$ cat src/sv/ssa_pkg.sv
// Shared types and constants for the slab slot allocator.
// No dependencies; every other file refers to it by scoped names.
package ssa_pkg;

    // Fixed field widths of the request and response beats
    localparam int unsigned KEY_W   = 6;
    localparam int unsigned VALUE_W = 32;
    localparam int unsigned STAT_W  = 2;
    localparam int unsigned OCC_W   = 7;

    typedef enum logic [1:0] {
        FN_INSERT = 2'd0,
        FN_REMOVE = 2'd1,
        FN_GET    = 2'd2,
        FN_CLEAR  = 2'd3
    } t_func;

    typedef enum logic [1:0] {
        ST_OK        = 2'd0,
        ST_NOT_FOUND = 2'd1,
        ST_FULL      = 2'd2
    } t_status;

    typedef enum logic {
        S_IDLE = 1'b0,
        S_EXEC = 1'b1
    } t_state;

    // Controller to datapath
    typedef struct packed {
        logic capture;  // take the request beat and launch the slot read
        logic commit;   // update the store and load the response register
    } t_dp_cmd;

    // Datapath to controller
    typedef struct packed {
        logic out_busy; // response register holds a beat not yet taken
    } t_dp_stat;

endpackage

$ cat src/sv/ssa_if.sv
// Request and response channel interfaces of the slab slot allocator.
// Depends on ssa_pkg for the field widths.
interface ssa_req_if;
    logic                         valid;
    logic                         ready;
    logic [1:0]                   func;
    logic [ssa_pkg::KEY_W-1:0]    key;
    logic [ssa_pkg::VALUE_W-1:0]  value;

    modport source (output valid, output func, output key, output value, input ready);
    modport sink   (input valid, input func, input key, input value, output ready);
endinterface

interface ssa_rsp_if;
    logic                         valid;
    logic                         ready;
    logic [ssa_pkg::STAT_W-1:0]   status;
    logic [ssa_pkg::KEY_W-1:0]    key_out;
    logic [ssa_pkg::VALUE_W-1:0]  value_out;
    logic [ssa_pkg::OCC_W-1:0]    occupied;

    modport source (output valid, output status, output key_out, output value_out,
                    output occupied, input ready);
    modport sink   (input valid, input status, input key_out, input value_out,
                    input occupied, output ready);
endinterface

$ cat src/sv/slab_slot_allocator_unit.sv
// Slab slot allocator: a request beat is captured together with a registered read of
// its slot, then a read-modify-write commit updates the store and loads the response
// register; a pending response stalls commit, and no new request is taken until commit.
// Reset (synchronous, active low) empties the store: high-water mark, occupied
// count and free-list head go to zero; slot contents stay undefined until written.
module slab_slot_allocator_unit #(
    parameter int unsigned CAPACITY    = 64,
    parameter int unsigned VALUE_WIDTH = 32
) (
    input  logic       i_clk,
    input  logic       i_rst_n,
    ssa_req_if.sink    i_req,
    ssa_rsp_if.source  o_rsp
);

    ssa_pkg::t_dp_cmd  cmd;
    ssa_pkg::t_dp_stat stat;

    // Sequencer
    ssa_ctrl u_ctrl (
        .i_clk       (i_clk),
        .i_rst_n     (i_rst_n),
        .i_req_valid (i_req.valid),
        .o_req_ready (i_req.ready),
        .i_stat      (stat),
        .o_cmd       (cmd)
    );

    // Datapath
    ssa_dp #(
        .CAPACITY    (CAPACITY),
        .VALUE_WIDTH (VALUE_WIDTH)
    ) u_dp (
        .i_clk       (i_clk),
        .i_rst_n     (i_rst_n),
        .i_cmd       (cmd),
        .o_stat      (stat),
        .i_func      (i_req.func),
        .i_key       (i_req.key),
        .i_value     (i_req.value),
        .i_rsp_ready (o_rsp.ready),
        .o_rsp_valid (o_rsp.valid),
        .o_status    (o_rsp.status),
        .o_key_out   (o_rsp.key_out),
        .o_value_out (o_rsp.value_out),
        .o_occupied  (o_rsp.occupied)
    );

endmodule

$ cat src/sv/ssa_ctrl.sv
// Operation sequencer of the slab slot allocator: accept, then commit.
// Depends on ssa_pkg for the state, command and status types.
module ssa_ctrl (
    input  logic              i_clk,
    input  logic              i_rst_n,
    input  logic              i_req_valid,
    output logic              o_req_ready,
    input  ssa_pkg::t_dp_stat i_stat,
    output ssa_pkg::t_dp_cmd  o_cmd
);

    ssa_pkg::t_state r_state;
    ssa_pkg::t_state n_state;

    // State register
    always_ff @(posedge i_clk) begin
        if (!i_rst_n) begin
            r_state <= ssa_pkg::S_IDLE;
        end else begin
            r_state <= n_state;
        end
    end

    // Next state and commands
    always_comb begin
        n_state       = r_state;
        o_req_ready   = 1'b0;
        o_cmd.capture = 1'b0;
        o_cmd.commit  = 1'b0;
        unique case (r_state)
            ssa_pkg::S_IDLE: begin
                o_req_ready   = 1'b1;
                o_cmd.capture = i_req_valid;
                if (i_req_valid) begin
                    n_state = ssa_pkg::S_EXEC;
                end
            end
            ssa_pkg::S_EXEC: begin
                // wait here while the previous response is still pending
                if (!i_stat.out_busy) begin
                    o_cmd.commit = 1'b1;
                    n_state      = ssa_pkg::S_IDLE;
                end
            end
            default: begin
                n_state = ssa_pkg::S_IDLE;
            end
        endcase
    end

    assert property (@(posedge i_clk) disable iff (!i_rst_n)
        o_cmd.capture |=> (r_state == ssa_pkg::S_EXEC))
        else $error("capture did not move the sequencer to execute");
    assert property (@(posedge i_clk) disable iff (!i_rst_n)
        o_cmd.commit |-> !i_stat.out_busy)
        else $error("commit while the response register is occupied");
    assert property (@(posedge i_clk) disable iff (!i_rst_n)
        !(o_cmd.capture && o_cmd.commit))
        else $error("capture and commit in the same cycle");

endmodule

$ cat src/sv/ssa_dp.sv
// Datapath of the slab slot allocator: slot memory, list registers, response register.
// Depends on ssa_pkg; driven by ssa_ctrl through t_dp_cmd.
module ssa_dp #(
    parameter int unsigned CAPACITY    = 64,
    parameter int unsigned VALUE_WIDTH = 32
) (
    input  logic                          i_clk,
    input  logic                          i_rst_n,
    input  ssa_pkg::t_dp_cmd              i_cmd,
    output ssa_pkg::t_dp_stat             o_stat,
    input  logic [1:0]                    i_func,
    input  logic [ssa_pkg::KEY_W-1:0]     i_key,
    input  logic [ssa_pkg::VALUE_W-1:0]   i_value,
    input  logic                          i_rsp_ready,
    output logic                          o_rsp_valid,
    output logic [ssa_pkg::STAT_W-1:0]    o_status,
    output logic [ssa_pkg::KEY_W-1:0]     o_key_out,
    output logic [ssa_pkg::VALUE_W-1:0]   o_value_out,
    output logic [ssa_pkg::OCC_W-1:0]     o_occupied
);

    localparam int unsigned IDX_W  = (CAPACITY > 1) ? $clog2(CAPACITY) : 1;
    localparam int unsigned CNT_W  = $clog2(CAPACITY + 1);
    localparam int unsigned SV_W   = (VALUE_WIDTH < ssa_pkg::VALUE_W) ?
                                     VALUE_WIDTH : ssa_pkg::VALUE_W;
    localparam int unsigned DATA_W = (SV_W > CNT_W) ? SV_W : CNT_W;
    localparam int unsigned CMP_W  = (CNT_W > ssa_pkg::KEY_W) ? CNT_W : ssa_pkg::KEY_W;
    localparam int unsigned VX_W   = (DATA_W > ssa_pkg::VALUE_W) ? DATA_W : ssa_pkg::VALUE_W;
    localparam int unsigned OX_W   = (CNT_W > ssa_pkg::OCC_W) ? CNT_W : ssa_pkg::OCC_W;
    localparam logic [CNT_W-1:0] CAP_CNT = CNT_W'(CAPACITY);

    // Slot memory: tag bit over payload or next-vacant index
    logic [DATA_W:0] r_slots [CAPACITY];

    ssa_pkg::t_func           r_func;
    logic [ssa_pkg::KEY_W-1:0] r_key;
    logic [SV_W-1:0]          r_value;
    logic [DATA_W:0]          r_rdata;
    logic [CNT_W-1:0]         r_high_water, n_high_water;
    logic [CNT_W-1:0]         r_occupied,   n_occupied;
    logic [CNT_W-1:0]         r_free_head,  n_free_head;

    logic                     r_rsp_valid;
    ssa_pkg::t_status         r_status,    n_status;
    logic [ssa_pkg::KEY_W-1:0] r_key_out,  n_key_out;
    logic [ssa_pkg::VALUE_W-1:0] r_value_out, n_value_out;
    logic [ssa_pkg::OCC_W-1:0] r_occ_out;

    logic [CMP_W-1:0]  in_key_wide;
    logic [IDX_W-1:0]  rd_addr;
    logic [CMP_W-1:0]  key_wide;
    logic [IDX_W-1:0]  key_idx;
    logic              key_oob;
    logic              rd_used;
    logic [DATA_W-1:0] rd_data;
    logic              list_empty;
    logic [CNT_W-1:0]  next_head;
    logic [IDX_W-1:0]  ins_idx;
    logic [CMP_W-1:0]  ins_wide;
    logic [VX_W-1:0]   rd_val_wide;
    logic [OX_W-1:0]   occ_wide;
    logic              wr_en;
    logic [IDX_W-1:0]  wr_addr;
    logic [DATA_W:0]   wr_data;

    assign o_stat.out_busy = r_rsp_valid && !i_rsp_ready;

    // Read address at capture: free-list head for insert, key otherwise
    assign in_key_wide = CMP_W'(i_key);
    assign rd_addr = (ssa_pkg::t_func'(i_func) == ssa_pkg::FN_INSERT) ?
                     r_free_head[IDX_W-1:0] : in_key_wide[IDX_W-1:0];

    // Capture the request and read its slot
    always_ff @(posedge i_clk) begin
        if (i_cmd.capture) begin
            r_func  <= ssa_pkg::t_func'(i_func);
            r_key   <= i_key;
            r_value <= i_value[SV_W-1:0];
            r_rdata <= r_slots[rd_addr];
        end
    end

    // Write the slot at commit
    always_ff @(posedge i_clk) begin
        if (wr_en) begin
            r_slots[wr_addr] <= wr_data;
        end
    end

    // Decode the request against the list state
    assign key_wide    = CMP_W'(r_key);
    assign key_idx     = key_wide[IDX_W-1:0];
    assign key_oob     = (key_wide >= CMP_W'(r_high_water)) || (key_wide >= CMP_W'(CAPACITY));
    assign rd_used     = r_rdata[DATA_W];
    assign rd_data     = r_rdata[DATA_W-1:0];
    assign list_empty  = (r_free_head >= r_high_water);
    assign next_head   = (rd_data > DATA_W'(r_high_water)) ? r_high_water :
                         rd_data[CNT_W-1:0];
    assign ins_idx     = list_empty ? r_high_water[IDX_W-1:0] : r_free_head[IDX_W-1:0];
    assign ins_wide    = CMP_W'(ins_idx);
    assign rd_val_wide = VX_W'(rd_data);

    // Work out the operation's effect
    always_comb begin
        n_high_water = r_high_water;
        n_occupied   = r_occupied;
        n_free_head  = r_free_head;
        n_status     = ssa_pkg::ST_OK;
        n_key_out    = r_key;
        n_value_out  = '0;
        wr_en        = 1'b0;
        wr_addr      = ins_idx;
        wr_data      = {1'b1, DATA_W'(r_value)};
        case (r_func)
            ssa_pkg::FN_INSERT: begin
                if (list_empty && (r_high_water >= CAP_CNT)) begin
                    n_status  = ssa_pkg::ST_FULL;
                    n_key_out = '0;
                end else begin
                    wr_en      = i_cmd.commit;
                    n_occupied = r_occupied + CNT_W'(1);
                    n_key_out  = ins_wide[ssa_pkg::KEY_W-1:0];
                    if (list_empty) begin
                        n_high_water = r_high_water + CNT_W'(1);
                        n_free_head  = r_high_water + CNT_W'(1);
                    end else begin
                        n_free_head  = next_head;
                    end
                end
            end
            ssa_pkg::FN_REMOVE, ssa_pkg::FN_GET: begin
                if (key_oob || !rd_used) begin
                    n_status = ssa_pkg::ST_NOT_FOUND;
                end else begin
                    n_value_out = rd_val_wide[ssa_pkg::VALUE_W-1:0];
                    if (r_func == ssa_pkg::FN_REMOVE) begin
                        wr_en       = i_cmd.commit;
                        wr_addr     = key_idx;
                        wr_data     = {1'b0, DATA_W'(r_free_head)};
                        n_free_head = CNT_W'(key_idx);
                        if (r_occupied != '0) begin
                            n_occupied = r_occupied - CNT_W'(1);
                        end
                    end
                end
            end
            default: begin
                n_high_water = '0;
                n_occupied   = '0;
                n_free_head  = '0;
            end
        endcase
    end

    assign occ_wide = OX_W'(n_occupied);

    // Advance the list state at commit
    always_ff @(posedge i_clk) begin
        if (!i_rst_n) begin
            r_high_water <= '0;
            r_occupied   <= '0;
            r_free_head  <= '0;
        end else if (i_cmd.commit) begin
            r_high_water <= n_high_water;
            r_occupied   <= n_occupied;
            r_free_head  <= n_free_head;
        end
    end

    // Response register: load at commit, drop when taken
    always_ff @(posedge i_clk) begin
        if (!i_rst_n) begin
            r_rsp_valid <= 1'b0;
        end else if (i_cmd.commit) begin
            r_rsp_valid <= 1'b1;
        end else if (i_rsp_ready) begin
            r_rsp_valid <= 1'b0;
        end
    end

    always_ff @(posedge i_clk) begin
        if (i_cmd.commit) begin
            r_status    <= n_status;
            r_key_out   <= n_key_out;
            r_value_out <= n_value_out;
            r_occ_out   <= occ_wide[ssa_pkg::OCC_W-1:0];
        end
    end

    assign o_rsp_valid = r_rsp_valid;
    assign o_status    = r_status;
    assign o_key_out   = r_key_out;
    assign o_value_out = r_value_out;
    assign o_occupied  = r_occ_out;

    assert property (@(posedge i_clk) disable iff (!i_rst_n)
        (r_occupied <= r_high_water) && (r_high_water <= CAP_CNT))
        else $error("occupied count or high-water mark out of bounds");
    assert property (@(posedge i_clk) disable iff (!i_rst_n)
        r_free_head <= r_high_water)
        else $error("free-list head beyond the high-water mark");
    assert property (@(posedge i_clk) disable iff (!i_rst_n)
        $rose(r_rsp_valid) |-> $past(i_cmd.commit))
        else $error("response appeared without a commit");
    assert property (@(posedge i_clk) disable iff (!i_rst_n)
        wr_en |-> i_cmd.commit)
        else $error("slot written outside a commit");

endmodule

$ cat src/flat_wrapper.sv
// flat-port wrapper written by rule: the top's interface ports become plain ports
module slab_slot_allocator_unit_flat 
#(
    parameter int unsigned CAPACITY    = 64,
    parameter int unsigned VALUE_WIDTH = 32
)
  (i_clk, i_rst_n, i_req_valid, i_req_func, i_req_key, i_req_value, i_req_ready, o_rsp_valid, o_rsp_status, o_rsp_key_out, o_rsp_value_out, o_rsp_occupied, o_rsp_ready);
  ssa_req_if i_req_i ();
  ssa_rsp_if o_rsp_i ();
  input  logic i_clk;
  input  logic i_rst_n;
  input wire logic [$bits(i_req_i.valid)-1:0] i_req_valid;
  input wire logic [$bits(i_req_i.func)-1:0] i_req_func;
  input wire logic [$bits(i_req_i.key)-1:0] i_req_key;
  input wire logic [$bits(i_req_i.value)-1:0] i_req_value;
  output wire logic [$bits(i_req_i.ready)-1:0] i_req_ready;
  output wire logic [$bits(o_rsp_i.valid)-1:0] o_rsp_valid;
  output wire logic [$bits(o_rsp_i.status)-1:0] o_rsp_status;
  output wire logic [$bits(o_rsp_i.key_out)-1:0] o_rsp_key_out;
  output wire logic [$bits(o_rsp_i.value_out)-1:0] o_rsp_value_out;
  output wire logic [$bits(o_rsp_i.occupied)-1:0] o_rsp_occupied;
  input wire logic [$bits(o_rsp_i.ready)-1:0] o_rsp_ready;
  assign i_req_i.valid = i_req_valid;
  assign i_req_i.func = i_req_func;
  assign i_req_i.key = i_req_key;
  assign i_req_i.value = i_req_value;
  assign i_req_ready = i_req_i.ready;
  assign o_rsp_valid = o_rsp_i.valid;
  assign o_rsp_status = o_rsp_i.status;
  assign o_rsp_key_out = o_rsp_i.key_out;
  assign o_rsp_value_out = o_rsp_i.value_out;
  assign o_rsp_occupied = o_rsp_i.occupied;
  assign o_rsp_i.ready = o_rsp_ready;
  slab_slot_allocator_unit #(.CAPACITY(CAPACITY), .VALUE_WIDTH(VALUE_WIDTH)) u_core (.i_clk(i_clk), .i_rst_n(i_rst_n), .i_req(i_req_i), .o_rsp(o_rsp_i));
endmodule
$ cat config.mk
export PLATFORM = sky130hd
export DESIGN_NAME = slab_slot_allocator_unit_flat
export DESIGN_NICKNAME = d
export VERILOG_FILES = /design/src/sv/ssa_pkg.sv /design/src/sv/ssa_if.sv /design/src/sv/slab_slot_allocator_unit.sv /design/src/sv/ssa_ctrl.sv /design/src/sv/ssa_dp.sv /design/src/flat_wrapper.sv
export SDC_FILE = /design/constraint.sdc
export NUM_CORES = 2
export LEC_CHECK = 0
export BUFFER_PORTS_ARGS = -buffer_cell sky130_fd_sc_hd__buf_2
export CORE_MARGIN = 1
export CORE_UTILIZATION = 30
export CTS_BUF_LIST = sky130_fd_sc_hd__clkbuf_8
export DETAILED_ROUTE_END_ITERATION = 12
export GPL_ROUTABILITY_DRIVEN = 0
export GPL_TIMING_DRIVEN = 0
export HOLD_SLACK_MARGIN = 0.12
export MAX_ROUTING_LAYER = met4
export SLEW_MARGIN = 20
export SYNTH_ARGS = -nofsm -noshare
export SYNTH_HDL_FRONTEND = slang
export SYNTH_HIERARCHICAL = 1
export SYNTH_SLANG_ARGS = --single-unit
export TNS_END_PERCENT = 100
$ cat constraint.sdc
create_clock -name i_clk -period 15.13 [get_ports i_clk]
set_input_delay 3.026 -clock i_clk [delete_from_list [all_inputs] [get_ports i_clk]]
set_output_delay 3.026 -clock i_clk [all_outputs]
set_load 0.05 [all_outputs]
# Word level (Yosys, flattened, before mapping)
# Memory sizes are Yosys's and may differ from the RTL's. A register that Yosys moved wholly into a read port is not among the register bits.
# Cells that the tools add are included.
# op_classes
n_eq_ne,6
n_reduce_logical,14
n_lt_le_gt_ge,5
mux,42
addsub,3
bitwise_logic,2
# op_table
operator,count
$mux 33,3
$mux 7,11
$mux 6,7
$pmux 7 s2,3
$gt 32x7->1,1
$add 7x1->7 const B,2
$mux 1,14
$ne 2x2->1 const B,4
$reduce_and 4->1,2
$ge 6x7->1,1
$ge 6x7->1 const B,1
$ge 7x7->1,1
$ge 7x7->1 const B,1
$reduce_bool 7->1,1
$sub 7x1->7 const B,1
$logic_not 2->1,2
$pmux 1 s2,2
$pmux 2 s2,1
$reduce_or 2->1,2
$eq 2x1->1 const B,1
$eq 2x2->1 const B,1
$logic_and 1x1->1,2
$logic_not 1->1,2
$logic_or 1x1->1,2
3 further kinds,4
# totals
out_inout_bits,49
mem_bits_rw,2112
n_memories,1
word_cells,85
in_bits,44
regBits,110
# mem_list
name,words,width,rd,rd_clocked_by_memory_dff,wr,line,source
u_core.u_dp.r_slots,64,33,1,1,1,ssa_dp.sv:33,logic [DATA_W:0] r_slots [CAPACITY];

# Depth between registers and ports, before layout
# logic_depth
ltp_word,9
depth_mapped,13
mapped_depth_nobuf,10

# Modules after synthesis
# Netlist, hierarchy kept.
# by_module_without_submodules
module,seq_area_each_um2,instances,area_per_inst_um2,cells_per_inst
ssa_dp,67464.7,1,87377.6,5051
ssa_ctrl,20.0,1,47.5,6

# Worst setup path before layout
# OpenSTA, ideal clock, no wires.
# synth_timing
kind,input port to flip-flop
startpoint,input port o_rsp_ready
endpoint,memory u_core/u_dp/r_slots[59][0] (netlist name) (enable)
required_ns,14.707
setup_time_ns,0.423
t_arrival_ns,7.786
stages,8
path_buffers,1
slack_ns,6.920
path_cell_list,nor2b_1 nor2_1 nor2b_1 clkbuf_1 inv_1 a311oi_2 nand2_1 nor2_1
# synth_lines
element,line,source
from (decl),flat_wrapper.sv:22,input wire logic [$bits(o_rsp_i.ready)-1:0] o_rsp_ready;
to (decl),ssa_dp.sv:33,

# Worst setup path in the final report
# layout_timing
startpoint,input port i_req_func[1]
endpoint,register u_core.u_dp.r_rdata[17] (read register of u_core.u_dp.r_slots) (data pin)
# layout_between
elab_chain_cells,2
# layout_lines
element,line,source
from (decl),flat_wrapper.sv:13,input wire logic [$bits(i_req_i.func)-1:0] i_req_func;
$logic_not 2->1,ssa_dp.sv:70,assign rd_addr = (ssa_pkg::t_func'(i_func) == ssa_pkg::FN_INSERT) ?
$mux 6,ssa_dp.sv:70,
to (decl),ssa_dp.sv:38,logic [DATA_W:0] r_rdata;
# No other way between the ends.
# A chain may end at the register's enable or synchronous reset.

==> results by group <==
Hold path
  – Hold Path End: u_core/u_dp/r_free_head[6]
  – WHS Path Cells: 2
  – Hold Path Class: register to register
  – Hold Crit Start: u_core/u_dp/r_free_head[6]

Synth
  – Mapped cell area: 87,430 um2
  – Post-synthesis simple-gate area fraction: 6.983%
  – Most used DFF post-synth: edfxtp_1
  – Adder-Cell Fraction of Synth Area: 0.4007%
  – Post-Syn Nets: 5,129
  – Cell count after synthesis: 5,057
  – Synth Register Bits: 2,255
  – Leading area contributor after synthesis: edfxtp_1
  – Post-synthesis compound-gate area fraction: 5.016%
  – Post-Synth XOR/XNOR Area: 0.08015%
  – Yosys Warn Count: 6
  – Mux share of post-synthesis cell area: 8.550%
  – FFs w/ async S/R, synth: 0%
  – Synth top area share: between 70% and 80%
  – Synth cell types: 71
  – Largest family of logic cells by synthesized area: multiplexers
  – Area contributors post-synth: edfxtp_1 77%, mux4_2 6.8%, nor2_1 2.8%
  – EDFF count, synth: 2,232
  – Avg Synthesized Cell Area: 17.29 um2
  – Register area share after synthesis: a little under 80%

Timing
  – Final period util: 47.10%
  – WHS: ~0.55 ns
  – RSZ-0062 raised after global routing: false
  – Final clock skew: just under 0.09 ns
  – Max Freq: 140.3 MHz
  – Final Hold Fails: 0
  – Final setup TNS: 0 ns
  – Slew HR: 14.78%
  – Final setup viols: 0
  – Final Critical Period: 7.126 ns
  – Slew Viols, Final: 0
  – Worst-Margin Slew: 1.272 ns

GRT
  – Vias in the first global route: around 50k
  – Largest net degree at the start of global routing: 74
  – Global Route Usage Sum: 19.81%
  – First-pass GRT wire length: 396,700 um
  – Total gr overflow: 0
  – Initial antenna violation count: 26

Die
  – Core Box Area: 288,900 um2
  – Die Y-Extent: 541.8 um
  – Cell Rows: 197
  – Die area: about 300,000 um2
  – Initial Util: 30.26%
  – I/O pins: 93
  – Die Width: 541.8 um

Route
  – Metal2 WL: 125,000 um
  – Avg WL per Cell: just under 30 um
  – Total wire length: 291,300 um
  – Met3 WL: between 40,000 and 50,000 um
  – DRT iter0 DRCs: a little over 9k
  – Via count: 53.48k
  – Antenna Nets Post-Route: 0
  – Initial DRT Pass Iterations: 8
  – Vias per Instance: 5.461
  – M1 wire length: 111,400 um
  – Drc violations: 0
  – Max layer used: met4

Cells and area
  – Commonest non-fill, non-tap cell in the layout: edfxtp_1
  – Area of the multi-input gates: roughly 19,000 um2
  – Post-layout nets: roughly 5.7k
  – # fillers: approximately 27k
  – Design area: about 100,000 um2
  – Layout cells sized above 1: approximately 21%
  – P&R area growth vs syn: 18.04%
  – Commonest cells after routing, fill and taps aside: 2,232 x edfxtp_1, 585 x nor2_1, 348 x clkbuf_8
  – Sequential Area: 67,480 um2

Worst setup path
  – Reg2reg end: u_core/u_dp/r_slots[9][20]
  – Setup Crit Path Kind: primary input to register
  – CP max FO: 10
  – Critical Path RT: 15.73 ns
  – Reg2reg start: u_core/u_dp/r_high_water[2]
  – CP startpoint kind: primary input
  – Reg-to-reg slack, setup: 9.66 ns
  – Critical path arrival: 7.73 ns
  – Critical Path End Type: register
  – R2R depth: 11

CTS
  – CTS H-tree depth: 5
  – CTS Root Cell: clkbuf_8
  – Clk sinks: approximately 2.3k
  – Worst-path clk slew: 0.06 ns
  – Post-CTS Setup Bufs: 0
  – Hold_buf cts: 0
  – CTS tree: built
  – Clk buf depth: 4
  – CTS resizes: 0
  – Clk_lat worst skew: 0.98 ns
  – CTS buffer count: 342

Pwr
  – Worst vdd ir: 0.07515 mV
  – Power after layout: approximately 12,000 uW
  – Leak pwr: 0.03297 uW
  – Pwr dens: 120.8 nW/um2

Status
  – Status: completed

Placed design
  – Dpl hpwl: 199,800 um
  – Placed Area: 97,120 um2
  – Port Buffers: 92

Job
  – MaxCap Viol Count: 0
-- report_power, final --
group / internal (uW) / switching, uW
clock: 2210 / 2380
sequential: 6920 / 24.5
combinational: 248 / 681
-- synth_stat cells (3+ instances only) --
| cell type | count |
|---|---|
| and3_1 | 38 |
| nand2_1 | 320 |
| nor2b_1 | 12 |
| dfxtp_1 | 23 |
| o31ai_1 | 7 |
| nor4_1 | 12 |
| nor3_1 | 11 |
| o211ai_1 | 3 |
| mux4_2 | 264 |
| ha_1 | 28 |
| o22ai_1 | 10 |
| a32oi_1 | 133 |
| nand4b_1 | 4 |
| buf_6 | 12 |
| nand4_1 | 209 |
| clkbuf_1 | 137 |
| nor3b_1 | 5 |
| nand2b_1 | 5 |
| edfxtp_1 | 2232 |
| or2_1 | 34 |
| and2_1 | 27 |
| a21oi_1 | 23 |
| a31oi_1 | 14 |
| mux2_2 | 6 |
| o21ai_2 | 4 |
| a211oi_1 | 5 |
| buf_4 | 23 |
| xnor2_1 | 6 |
| nand3b_1 | 3 |
| a211o_1 | 4 |
| a22oi_1 | 137 |
| inv_1 | 21 |
| nand3_1 | 22 |
| o21ai_0 | 293 |
| nor2_1 | 650 |
| buf_1 | 3 |
| mux2i_1 | 146 |
| buf_2 | 125 |
-- logic make-up (layout without fill, tap and decap cells) --
family                   count (synthesis)  after routing
adder cells (fa/ha/maj)                 28             28
AO/OA/AOI/OAI                          662            662
XOR/XNOR                                 8              8
AND/OR/NAND/NOR                       1363           1363
other                                    0             18
buffers and inverters                  325           1163
flip-flops                            2255           2255
multiplexers                           416            416
-- area by class of cell --
class / instances / share of cell area [%]
antenna: 18 / 0.04365
buffer: 302 / 1.437
clock buffer: 348 / 4.641
clock inverter: 246 / 1.147
inverter: 23 / 0.08366
multi-input combinational: 2477 / 18.54
sequential: 2255 / 65.40
tap: 3880 / 4.704
timing repair buffer: 244 / 4.001
-- metrics by stage --
step	utilization, %	worst slack [ns]	std cells
finish	35.72	8.004	9793
global route	35.72	8.052	9788
CTS	35.69	8.094	9775
detailed placement	33.62	7.147	9181
global placement	32.10	2.979	9029
floorplan	-	6.920	5057
-- how the worst max path moves through the flow --
stage,from,to,cells after the start
final,i_req_func[1],u_core/u_dp/r_rdata[17],10
after global placement,o_rsp_ready,u_core/u_dp/r_slots[15][15],9
after global routing,i_req_func[1],u_core/u_dp/r_rdata[14],10
after detailed placement,i_req_func[1],u_core/u_dp/r_rdata[17],10
after CTS,i_req_func[1],u_core/u_dp/r_rdata[17],10
after floorplan,o_rsp_ready,u_core/u_dp/r_slots[59][0],8
-- critical path, cell delays in order --
cell	delay [ns]
buf_2	0.16
or2_1	0.23
buf_2	0.16
mux2i_2	0.82
clkbuf_1	0.73
buf_2	0.48
mux4_2	0.36
a22oi_1	0.53
nand4_1	0.61
or2_1	0.57
-- metal layers --
| layer | track usage (%) | vias to the layer above |
|---|---|---|
| met1 | 26.03 | 27410 |
| met4 | 8.642 | 0 |
| li1 | - | 21330 |
| met3 | 6.262 | 613 |
| met5 | - | - |
| met2 | 27.99 | 4136 |
-- flip-flops by register name, summed over array words and instances (netlist names), 7 cells and up --
register / count
u_core/u_dp/r_slots: 2112
u_core/u_dp/r_rdata: 33
u_core/u_dp/o_value_out: 32
u_core/u_dp/r_value: 32
u_core/u_dp/o_occupied: 7
u_core/u_dp/r_free_head: 7
u_core/u_dp/r_high_water: 7
u_core/u_dp/r_occupied: 7
(Power assumes the default switching activity.)
